**src/rtl/core/htp_pkg.sv**
```systemverilog
// ----------------------------------------------------------------------------
// htp_pkg
// Types and fixed constants shared by the heading turn PID controller.
// ----------------------------------------------------------------------------
package htp_pkg;

  // fixed point: angles in 1/64 degree, gains in Q0.24
  localparam int ANGLE_FRAC_BITS = 6;
  localparam int GAIN_FRAC_BITS  = 24;

  localparam int HEADING_W = 15;
  localparam int DRIVE_W   = 16;
  localparam int MAG_W     = 15;
  localparam int GAIN_W    = 24;
  localparam int LIMIT_W   = 16;
  localparam int TICK_W    = 16;
  localparam int ERR_W     = 15;
  localparam int CHANGE_W  = 16;
  localparam int SUM_W     = 17;
  localparam int DIFF_W    = 17;

  // shared multiplier operands and product
  localparam int MUL_A_W = GAIN_FRAC_BITS + 2;
  localparam int MUL_B_W = SUM_W + 1;
  localparam int ACC_W   = MUL_A_W + MUL_B_W;

  localparam int CFG_ADDR_W = 3;
  localparam int CFG_DATA_W = 24;

  localparam logic signed [DIFF_W-1:0] FULL_TURN     = DIFF_W'(360 << ANGLE_FRAC_BITS);
  localparam logic signed [DIFF_W-1:0] HALF_TURN     = DIFF_W'(180 << ANGLE_FRAC_BITS);
  localparam logic signed [ERR_W-1:0]  SETTLE_ERROR  = ERR_W'(2 << ANGLE_FRAC_BITS);
  localparam logic signed [CHANGE_W-1:0] SETTLE_CHANGE = CHANGE_W'(1 << ANGLE_FRAC_BITS);

  localparam logic signed [ACC_W-1:0] GAIN_ONE   = ACC_W'(64'sd1 << GAIN_FRAC_BITS);
  localparam logic signed [ACC_W-1:0] ROUND_HALF = ACC_W'(64'sd1 << (GAIN_FRAC_BITS - 1));

  // opcodes
  localparam logic OP_START = 1'b0;
  localparam logic OP_TICK  = 1'b1;

  // register indexes
  localparam logic [CFG_ADDR_W-1:0] REG_TARGET  = 3'd0;
  localparam logic [CFG_ADDR_W-1:0] REG_MAX     = 3'd1;
  localparam logic [CFG_ADDR_W-1:0] REG_MIN     = 3'd2;
  localparam logic [CFG_ADDR_W-1:0] REG_GAIN_P  = 3'd3;
  localparam logic [CFG_ADDR_W-1:0] REG_GAIN_I  = 3'd4;
  localparam logic [CFG_ADDR_W-1:0] REG_GAIN_D  = 3'd5;
  localparam logic [CFG_ADDR_W-1:0] REG_LIMIT   = 3'd6;
  localparam logic [CFG_ADDR_W-1:0] REG_TIMEOUT = 3'd7;

  typedef struct packed {
    logic                 opcode;
    logic [HEADING_W-1:0] heading;
  } in_word_t;

  typedef struct packed {
    logic signed [DRIVE_W-1:0] left_drive;
    logic signed [DRIVE_W-1:0] right_drive;
    logic                      move_done;
    logic                      timed_out;
  } out_word_t;

endpackage

```
**src/rtl/core/heading_turn_pid_top.sv**
```systemverilog
// ----------------------------------------------------------------------------
// heading_turn_pid_top
// PID heading controller for a two-sided drive with a clamped integrator,
// built around one shared signed multiplier under a small sequencer.
//
//   port group   direction   handshake         payload
//   in_*         input       valid / ready     in_word_t  (opcode, heading)
//   out_*        output      valid / ready     out_word_t (drives, flags)
//   cfg_*        input       write enable      index, 24-bit data
//
// a tick that runs the controller goes through the error and update steps, then four
// passes through the shared multiplier (p, i, d terms, accumulate and clamp, then
// drive scaling) and the round and output steps; a start word, a tick with no
// move open or a tick that ends the move goes from update straight to output
// one word at a time: in_ready is high only while the sequencer is idle
// the output register lets the next word enter while a result waits; a second
// waiting result holds the sequencer in its output step
// synchronous active-low reset restores the register defaults and closes any move
// ----------------------------------------------------------------------------
module heading_turn_pid_top (
  input  logic                                   clk,
  input  logic                                   rst_n,
  input  logic                                   in_valid,
  output logic                                   in_ready,
  input  htp_pkg::in_word_t                      in_data,
  output logic                                   out_valid,
  input  logic                                   out_ready,
  output htp_pkg::out_word_t                     out_data,
  input  logic                                   cfg_we,
  input  logic [htp_pkg::CFG_ADDR_W-1:0]         cfg_addr,
  input  logic [htp_pkg::CFG_DATA_W-1:0]         cfg_wdata
);
  import htp_pkg::*;

  localparam logic [3:0] S_IDLE  = 4'd0;
  localparam logic [3:0] S_ERR   = 4'd1;
  localparam logic [3:0] S_UPD   = 4'd2;
  localparam logic [3:0] S_MP    = 4'd3;
  localparam logic [3:0] S_MI    = 4'd4;
  localparam logic [3:0] S_MD    = 4'd5;
  localparam logic [3:0] S_ACC   = 4'd6;
  localparam logic [3:0] S_CLAMP = 4'd7;
  localparam logic [3:0] S_SCALE = 4'd8;
  localparam logic [3:0] S_ROUND = 4'd9;
  localparam logic [3:0] S_OUT   = 4'd10;

  // configuration
  logic [HEADING_W-1:0] target_r;
  logic [MAG_W-1:0]     max_drive_r;
  logic [MAG_W-1:0]     min_drive_r;
  logic [GAIN_W-1:0]    gain_p_r;
  logic [GAIN_W-1:0]    gain_i_r;
  logic [GAIN_W-1:0]    gain_d_r;
  logic [LIMIT_W-1:0]   limit_r;
  logic [TICK_W-1:0]    timeout_r;

  // controller state
  logic [3:0]                 state_r;
  logic [3:0]                 state_nxt;
  logic                       out_valid_r;
  logic                       active_r;
  logic signed [ERR_W-1:0]    prev_err_r;
  logic signed [SUM_W-1:0]    sum_r;
  logic [TICK_W-1:0]          tick_r;

  // datapath registers
  in_word_t                   word_r;
  logic signed [ERR_W-1:0]    err_r;
  logic signed [CHANGE_W-1:0] change_r;
  logic signed [ACC_W-1:0]    prod_r;
  logic signed [ACC_W-1:0]    acc_r;
  logic [MUL_A_W-2:0]         mag_r;
  logic                       neg_r;
  out_word_t                  res_r;
  out_word_t                  out_data_r;

  // combinational
  logic signed [DIFF_W-1:0]   diff;
  logic signed [DIFF_W-1:0]   wrap1;
  logic signed [DIFF_W-1:0]   wrap2;
  logic signed [DIFF_W-1:0]   wrap3;
  logic signed [SUM_W:0]      sum_raw;
  logic signed [SUM_W:0]      lim_ext;
  logic signed [SUM_W:0]      sum_clip;
  logic signed [CHANGE_W-1:0] change;
  logic [TICK_W-1:0]          tick_nxt;
  logic                       settled;
  logic                       expired;
  logic signed [MUL_A_W-1:0]  mul_a;
  logic signed [MUL_B_W-1:0]  mul_b;
  logic signed [ACC_W-1:0]    mul_p;
  logic signed [MUL_A_W-1:0]  acc_neg;
  logic signed [ACC_W-1:0]    rnd;
  logic [MAG_W-1:0]           scaled;
  logic [MAG_W-1:0]           mag_fin;
  logic signed [DRIVE_W-1:0]  drive;

  logic in_fire;
  logic out_fire;
  logic out_free;

  assign in_ready  = (state_r == S_IDLE);
  assign in_fire   = in_valid && in_ready;
  assign out_valid = out_valid_r;
  assign out_data  = out_data_r;
  assign out_fire  = out_valid_r && out_ready;
  assign out_free  = !out_valid_r || out_ready;

  // error wrap into (-180,180] degrees
  always_comb begin
    diff = $signed({2'b00, target_r}) - $signed({2'b00, word_r.heading});
    if (diff >= FULL_TURN) begin
      wrap1 = diff - FULL_TURN;
    end else if (diff <= -FULL_TURN) begin
      wrap1 = diff + FULL_TURN;
    end else begin
      wrap1 = diff;
    end
    wrap2 = (wrap1 < 0) ? wrap1 + FULL_TURN : wrap1;
    wrap3 = (wrap2 > HALF_TURN) ? wrap2 - FULL_TURN : wrap2;
  end

  // integrator, change and end-of-move tests from the registered error
  always_comb begin
    sum_raw = {sum_r[SUM_W-1], sum_r} + (SUM_W+1)'(err_r);
    lim_ext = $signed({2'b00, limit_r});
    sum_clip = sum_raw;
    if (sum_clip > lim_ext) begin
      sum_clip = lim_ext;
    end
    if (sum_clip < -lim_ext) begin
      sum_clip = -lim_ext;
    end
    change   = CHANGE_W'(err_r) - CHANGE_W'(prev_err_r);
    tick_nxt = (tick_r == {TICK_W{1'b1}}) ? tick_r : tick_r + 1'b1;
    settled  = (err_r < SETTLE_ERROR) && (err_r > -SETTLE_ERROR)
               && (change < SETTLE_CHANGE) && (change > -SETTLE_CHANGE);
    expired  = (tick_nxt >= timeout_r);
  end

  // shared multiplier operand select
  always_comb begin
    mul_a = '0;
    mul_b = '0;
    unique case (state_r)
      S_MP: begin
        mul_a = $signed({2'b00, gain_p_r});
        mul_b = MUL_B_W'(err_r);
      end
      S_MI: begin
        mul_a = $signed({2'b00, gain_i_r});
        mul_b = MUL_B_W'(sum_r);
      end
      S_MD: begin
        mul_a = $signed({2'b00, gain_d_r});
        mul_b = MUL_B_W'(change_r);
      end
      S_SCALE: begin
        mul_a = $signed({1'b0, mag_r});
        mul_b = $signed({3'b000, max_drive_r});
      end
      default: begin
        mul_a = '0;
        mul_b = '0;
      end
    endcase
    mul_p = mul_a * mul_b;
  end

  // rounding, minimum drive and sign
  always_comb begin
    acc_neg = -acc_r[MUL_A_W-1:0];
    rnd     = prod_r + ROUND_HALF;
    scaled  = rnd[GAIN_FRAC_BITS +: MAG_W];
    mag_fin = (scaled != '0 && scaled < min_drive_r) ? min_drive_r : scaled;
    drive   = neg_r ? -$signed({1'b0, mag_fin}) : $signed({1'b0, mag_fin});
  end

  // sequencer
  always_comb begin
    state_nxt = state_r;
    unique case (state_r)
      S_IDLE:  state_nxt = in_fire ? S_ERR : S_IDLE;
      S_ERR:   state_nxt = S_UPD;
      S_UPD: begin
        if (word_r.opcode == OP_TICK && active_r && !settled && !expired) begin
          state_nxt = S_MP;
        end else begin
          state_nxt = S_OUT;
        end
      end
      S_MP:    state_nxt = S_MI;
      S_MI:    state_nxt = S_MD;
      S_MD:    state_nxt = S_ACC;
      S_ACC:   state_nxt = S_CLAMP;
      S_CLAMP: state_nxt = S_SCALE;
      S_SCALE: state_nxt = S_ROUND;
      S_ROUND: state_nxt = S_OUT;
      S_OUT:   state_nxt = out_free ? S_IDLE : S_OUT;
      default: state_nxt = S_IDLE;
    endcase
  end

  // control state and configuration
  always_ff @(posedge clk) begin
    if (!rst_n) begin
      state_r     <= S_IDLE;
      out_valid_r <= 1'b0;
      active_r    <= 1'b0;
      prev_err_r  <= '0;
      sum_r       <= '0;
      tick_r      <= '0;
      target_r    <= HEADING_W'(0);
      max_drive_r <= MAG_W'(32512);
      min_drive_r <= MAG_W'(2560);
      gain_p_r    <= GAIN_W'(16777);
      gain_i_r    <= GAIN_W'(35);
      gain_d_r    <= GAIN_W'(2252);
      limit_r     <= LIMIT_W'(6400);
      timeout_r   <= TICK_W'(500);
    end else begin
      state_r <= state_nxt;
      if (state_r == S_OUT && out_free) begin
        out_valid_r <= 1'b1;
      end else if (out_fire) begin
        out_valid_r <= 1'b0;
      end
      if (state_r == S_UPD) begin
        if (word_r.opcode == OP_START) begin
          prev_err_r <= '0;
          sum_r      <= '0;
          tick_r     <= '0;
          active_r   <= !((err_r < SETTLE_ERROR) && (err_r > -SETTLE_ERROR));
        end else if (active_r) begin
          prev_err_r <= err_r;
          sum_r      <= sum_clip[SUM_W-1:0];
          tick_r     <= tick_nxt;
          if (settled || expired) begin
            active_r <= 1'b0;
          end
        end
      end
      if (cfg_we) begin
        unique case (cfg_addr)
          REG_TARGET:  target_r    <= cfg_wdata[HEADING_W-1:0];
          REG_MAX:     max_drive_r <= cfg_wdata[MAG_W-1:0];
          REG_MIN:     min_drive_r <= cfg_wdata[MAG_W-1:0];
          REG_GAIN_P:  gain_p_r    <= cfg_wdata[GAIN_W-1:0];
          REG_GAIN_I:  gain_i_r    <= cfg_wdata[GAIN_W-1:0];
          REG_GAIN_D:  gain_d_r    <= cfg_wdata[GAIN_W-1:0];
          REG_LIMIT:   limit_r     <= cfg_wdata[LIMIT_W-1:0];
          REG_TIMEOUT: timeout_r   <= cfg_wdata[TICK_W-1:0];
          default:     target_r    <= target_r;
        endcase
      end
    end
  end

  // datapath
  always_ff @(posedge clk) begin
    if (in_fire) begin
      word_r <= in_data;
    end
    if (state_r == S_ERR) begin
      err_r <= wrap3[ERR_W-1:0];
    end
    if (state_r == S_UPD) begin
      change_r <= change;
      res_r.left_drive  <= '0;
      res_r.right_drive <= '0;
      res_r.timed_out   <= 1'b0;
      if (word_r.opcode == OP_START) begin
        res_r.move_done <= (err_r < SETTLE_ERROR) && (err_r > -SETTLE_ERROR);
      end else if (!active_r || settled) begin
        res_r.move_done <= 1'b1;
      end else begin
        res_r.move_done <= expired;
        res_r.timed_out <= expired;
      end
    end
    prod_r <= mul_p;
    unique case (state_r)
      S_MI:    acc_r <= prod_r;
      S_MD:    acc_r <= acc_r + prod_r;
      S_ACC:   acc_r <= acc_r + prod_r;
      default: acc_r <= acc_r;
    endcase
    // clamp the PID sum to +-1.0 and split into sign and magnitude
    if (state_r == S_CLAMP) begin
      neg_r <= acc_r < 0;
      if (acc_r > GAIN_ONE || acc_r < -GAIN_ONE) begin
        mag_r <= GAIN_ONE[MUL_A_W-2:0];
      end else if (acc_r < 0) begin
        mag_r <= acc_neg[MUL_A_W-2:0];
      end else begin
        mag_r <= acc_r[MUL_A_W-2:0];
      end
    end
    if (state_r == S_ROUND) begin
      res_r.left_drive  <= drive;
      res_r.right_drive <= -drive;
    end
    if (state_r == S_OUT && out_free) begin
      out_data_r <= res_r;
    end
  end

  a_drive_mirror: assert property (@(posedge clk) disable iff (!rst_n)
    out_valid_r |-> out_data_r.right_drive == -out_data_r.left_drive)
    else $error("right drive is not the negation of left drive");

  a_timeout_ends: assert property (@(posedge clk) disable iff (!rst_n)
    out_valid_r && out_data_r.timed_out |-> out_data_r.move_done)
    else $error("timeout reported without end of move");

  a_done_no_drive: assert property (@(posedge clk) disable iff (!rst_n)
    out_valid_r && out_data_r.move_done |-> out_data_r.left_drive == '0)
    else $error("drive nonzero on an ended move");

  a_accept_starts: assert property (@(posedge clk) disable iff (!rst_n)
    in_fire |=> state_r == S_ERR)
    else $error("accepted word did not start the sequencer");

  a_load_valid: assert property (@(posedge clk) disable iff (!rst_n)
    state_r == S_OUT && out_free |=> out_valid_r && state_r == S_IDLE)
    else $error("result word not presented");

endmodule

```
**config.mk**
```make
export PLATFORM = sky130hd
export DESIGN_NAME = heading_turn_pid_top
export DESIGN_NICKNAME = d
export VERILOG_FILES = /design/src/rtl/core/htp_pkg.sv /design/src/rtl/core/heading_turn_pid_top.sv
export SDC_FILE = /design/constraint.sdc
export NUM_CORES = 2
export LEC_CHECK = 0
export ABC_AREA = 1
export BUFFER_PORTS_ARGS = -buffer_cell sky130_fd_sc_hd__buf_2
export CAP_MARGIN = 5
export CORE_ASPECT_RATIO = 0.5
export CORE_UTILIZATION = 49
export CTS_CLUSTER_SIZE = 40
export DETAILED_ROUTE_END_ITERATION = 6
export HOLD_SLACK_MARGIN = 0.08
export PLACE_DENSITY = 0.63
export SLEW_MARGIN = 20
export SYNTH_ARGS = -nofsm -noshare
export SYNTH_HDL_FRONTEND = slang
export SYNTH_SLANG_ARGS = --single-unit
```
**constraint.sdc**
```tcl
create_clock -name clk -period 9.3 [get_ports clk]
set_clock_uncertainty 0.15 [all_clocks]
set_input_delay 1.86 -clock clk [delete_from_list [all_inputs] [get_ports clk]]
set_output_delay 1.86 -clock clk [all_outputs]
set_load 0.005 [all_outputs]
```
# Yosys cells after proc, flatten, opt, wreduce, memory -nomap -nowiden
# Cells that the tools add are included.
[word_totals]
out_inout_bits = 36
word_cells = 150
ff_bits = 432
inputBits = 48
[classes]
multipliers = 1
n_reduce_logical = 36
n_eq_ne = 19
n_lt_le_gt_ge = 15
addsub = 14
muxes = 34
bitwise_logic = 1
[ops]
columns = ["cell", "n"]
rows = [
  ["17-bit two-way mux", 6],
  ["25-bit case mux with 4 select lines", 1],
  ["44-bit case mux with 2 select lines", 1],
  ["18-bit case mux with 4 select lines", 1],
  ["16-bit two-way mux", 4],
  ["15-bit two-way mux", 4],
  ["44-bit adder", 1],
  ["44-bit by 26-bit > comparator with 1-bit output (second input constant)", 1],
  ["44-bit by 1-bit less-than comparator with 1-bit output (second input constant)", 1],
  ["44-bit by 25-bit less-than comparator with 1-bit output (second input constant)", 1],
  ["26-bit by 18-bit multiplier with 44-bit output", 1],
  ["4-bit case mux with 11 select lines", 1],
  ["39-bit by 25-bit adder with 39-bit output (second input constant)", 1],
  ["34-bit two-way mux", 1],
  ["32-bit two-way mux", 1],
  ["15-bit by 15-bit subtractor with 16-bit output", 2],
  ["25-bit two-way mux", 1],
  ["25-bit negation", 1],
  ["17-bit by 15-bit adder with 18-bit output", 1],
  ["18-bit by 17-bit > comparator with 1-bit output", 1],
  ["18-bit less-than comparator", 1],
  ["18-bit two-way mux", 1],
  ["16-bit negation with 18-bit output", 1],
  ["2-bit AND reduction", 9],
  ["37 further kinds", 76],
]

# Longest topological paths before layout
[logic_depth]
depth_word = 9
mapped_depth = 41
ltp_nobuf = 39

# Worst setup path before layout
# OpenSTA, ideal clock, no wires.
[synth_path]
kind = "register to register"
from = "register state_r[0]"
to = "register prod_r[43]"
path_stages_with_launch = 35
period_less_slack_ps = 7494
t_required_ps = 9078
arrival_time_ps = 7273
n_path_buf = 3
path_slack_ps = 1806
setup_ps = 72
path_cell_list = "dfxtp_1 > nor2_1 > inv_1 > nor2_1 > clkbuf_1 > clkbuf_1 > nand2_1 > nand4_1 > clkbuf_1 > nand2_1 > fa_1 > inv_1 > fa_1 > inv_1 > fa_1 > inv_1 > fa_1 > fa_1 > inv_1 > fa_1 > inv_1 > ha_1 > nand2_1 > nor2_1 > nand2_1 > o211ai_1 > nand3_1 > o2111ai_1 > a21oi_1 > o31ai_1 > a31oi_1 > o21ai_0 > nand2_1 > nand2_1 > xor2_1"
[synth_between]
elab_chain_cells = 3
word_cells_on_any_way = 7
classes_between = "1 x mul; 4 x eq/ne; 2 x mux"
[synth_lines]
columns = ["element", "line_no", "rtl"]
rows = [
  ["start, declared", "heading_turn_pid_top.sv:58", "logic [3:0] state_r;"],
  ["start signal, assigned", "heading_turn_pid_top.sv:222", "state_r <= state_nxt;"],
  ["4-bit == test, or another cell as far along", "heading_turn_pid_top.sv:145", "unique case (state_r)"],
  ["25-bit case mux with 4 select lines or 18-bit case mux with 4 select lines (tied branches)", "heading_turn_pid_top.sv:145", ""],
  ["26-bit by 18-bit multiplier with 44-bit output *", "heading_turn_pid_top.sv:167", "mul_p = mul_a * mul_b;"],
  ["named net mul_p[43]", "heading_turn_pid_top.sv:91", "logic signed [ACC_W-1:0] mul_p;"],
  ["end signal, assigned", "heading_turn_pid_top.sv:281", "prod_r <= mul_p;"],
  ["end, declared", "heading_turn_pid_top.sv:70", "logic signed [ACC_W-1:0] prod_r;"],
]
# Mark *: on every way through the listed nets, which the timed path passes. The rest lies on a longest branch.
# A chain may end at the register's enable or synchronous reset.

# Worst setup path in the final report
# Ends and elaborated chain as after synthesis.

==> impl_metrics.csv <==
group,metric,value,unit
route,wl_per_cell,19.0,um
run,maxCapViolations,0,
layout,drive_above_1_share,5.92,%
pwr,peakVddDrop,0.298,mV
die,die_area,83300,um2
global_route,grt_max_degree,109,
sta,finalSetupViolCount,0,
pwr,p_leak,0.0209,uW
logic_synthesis,netlist_area,40200,um2
logic_synthesis,ys_seq_elements,430,
die,die_h,205,um
die,ios,84,
logic_synthesis,synth_top_area_share,18.5,%
sta,post-route-min-period,8600,ps
layout,multiInputGateArea,25300,um2
die,coreArea,80300,um2
critical_path,max_stage_delay,570,ps
critical_path,crit_path_max_fanout,26,
layout,utilization,54.3,%
critical_path,endpoint_kind,"flip-flop",
logic_synthesis,synth_fp_nets,5984,
cts,cts_tree,"done",
global_route,grt_overflow,0,
logic_synthesis,synth_area_leaders,"fa_1 (19%), edfxtp_1 (14%), dfxtp_1 (12%), nand2_1 (10%), ha_1 (9.7%)",
layout,layout.nets,6035,
sta,finalHoldViolCount,0,
global_route,grt_pass1_vias,34148,
die,rows,73,
logic_synthesis,synthFlopType,"dfxtp_1",
cts,postCtsSetupRepairBufs,0,
place,port_buffers,83,
sta,slew_headroom,21.4,%
sta,fin_crit_sh,92.4,%
logic_synthesis,async_flop_share,0,%
global_route,grt_antenna_before_repair,3,
status,status,"complete, no violations",
pwr,p_total,10200,uW
cts,root_buffer,"clkbuf_16",
route,vias,34782,
layout,register_area,10400,um2
route,via_per_inst,5.41,
critical_path,crit_arrival,8970,ps
logic_synthesis,synth.distinct_cells,60,
cts,cts_resized,0,
logic_synthesis,synth-edff-count,183,
pwr,power.density,235,nW/um2
sta,max_clock_freq,116,MHz
die,die_width,407,um
route,drtIter0Drc,3153,
route,antenna_left,0,
route,drc,0,
global_route,grt_pass1_wl,193000,um
logic_synthesis,synthCells,5251,
route,drt-total-wl,122000,um
layout,syn_to_final_growth,8.36,%
global_route,track_usage,29.9,%
cts,htreeDepth,2,
cts,clkLatencyLatePin,620,ps
sta,maxSlewViolCount,0,
place,post-place-ws,853,ps
place,hpwl,96200,um
cts,cts_max_path_buffers,3,
sta,tns,0,ps
logic_synthesis,ys_seq_area_share,26.0,%
logic_synthesis,avgSynthCellArea,7.66,um2
sta,worst_pin_slew,1170,ps
critical_path,slowest_stage,"fa_1",
cts,postCtsHoldBufs,0,
hold_path,hold_class,"reg2reg",
sta,setup_slack,704,ps
sta,grt_setup_unrepaired,"false",
die,initial_core_util,50.1,%
layout,num-fill-cells,7695,
logic_synthesis,synth_area_leader_cell,"fa_1",
place,gp_congestion,0.985,
cts,numClockSinks,430,
critical_path,crit_path_start_kind,"flip-flop",
logic_synthesis,ys_warn_count,0,
cts,numCtsBuffers,44,
critical_path,required,9670,ps
critical_path,critical_path_class,"reg2reg",
route,drtPass1Iterations,6,
cts,clkTransAtPathRegs,70,ps
[per-stage QoR]
stage	hold slack (ps)	area, um2	std cells
floorplan	250	40200	5251
global placement	252	41900	6342
detailed placement	256	42000	6343
CTS	271	43600	6425
global route	275	43600	6427
finish	258	43600	6427
[kinds of logic after synthesis]
| logic type | share of synthesized area (%) |
|---|---|
| other | 0.0187 |
| adder cells (fa/ha/maj) | 28.3 |
| AND/OR/NAND/NOR | 21.3 |
| flip-flops | 26.0 |
| buffers and inverters | 11.1 |
| XOR/XNOR | 3.29 |
| AO/OA/AOI/OAI | 10.1 |
[critical path, delay by kind of cell (launching register included)]
family | cells | cell delay [ps]
compound gates | 6 | 1410
xor+xnor | 1 | 140
fa+ha+maj | 7 | 3310
buf+inv | 7 | 1120
flops | 1 | 340
simple gates | 11 | 2030
[placed cells by master, fill, tap and decap left out, drive strengths merged, types with 18 or more instances in the layout]
master / instances
dfxtp: 247
xnor2: 52
xor2: 98
nor3: 39
o21ai: 289
clkbuf: 54
nand4: 69
edfxtp: 183
o211ai: 23
a31oi: 29
nand2: 1144
fa: 372
inv: 1014
buf: 156
clkinv: 27
nor2: 576
ha: 313
nand3: 184
a21oi: 324
nor4: 18
[flip-flops by register name (all words and copies together) (netlist names), 15 cells and up]
register	flops
word_r	16
prod_r	44
sum_r	17
out_data	33
gain_i_r	24
err_r	15
change_r	16
prev_err_r	15
mag_r	25
limit_r	16
max_drive_r	15
timeout_r	16
target_r	15
res_r	33
min_drive_r	15
acc_r	44
tick_r	16
gain_p_r	24
gain_d_r	24
[Yosys cell counts (7+ instances only)]
cell type	count
nand3b_1	9
o22ai_1	12
a31oi_1	29
o31ai_1	7
fa_1	372
o211ai_1	23
xnor2_1	51
nand2_2	31
o221ai_1	7
nor2_2	8
nor2_1	564
o21ai_0	285
or2_2	11
dfxtp_1	247
clkbuf_1	136
a21o_1	10
a21oi_1	324
nand3_1	177
ha_1	313
a21boi_0	7
nand4_1	67
o21a_1	13
clkinv_1	12
xor2_1	98
nor3_1	39
edfxtp_1	183
nand2_1	1109
inv_1	1004
o21bai_1	11
nor4_1	18
[metal layers]
metal,vias up,global-route usage (%),share of wire (%)
met2,1197,46.2,43
li1,16609,-,-
met5,-,0,0
met4,0,9.20,3.2
met3,204,5.02,8.6
met1,16772,42.8,46
[layout make-up]
class / count / share of cell area, %
flip-flops and latches: 430 / 24.0
well taps: 1087 / 3.12
repair buffers: 156 / 2.27
clock buffers: 54 / 2.78
clock inverters: 28 / 0.905
inverters: 1021 / 8.80
diodes: 2 / 0.0115
multi-input cells: 3649 / 58.2
[report_power, final]
group / switching (uW) / internal [uW]
Combinational: 4060 / 1730
Sequential: 173 / 2290
Clock: 859 / 1140
[final timing paths]
check                   from           end  slack (ps)  depth (start not counted)
setup reg to reg  state_r[0]    prod_r[43]         700                         32
hold reg to reg    res_r[28]  out_data[28]         260                          0
hold / removal     res_r[28]  out_data[28]         260                          0
setup / recovery  state_r[0]    prod_r[43]         700                         32
Power figures use the tool's default switching activity.
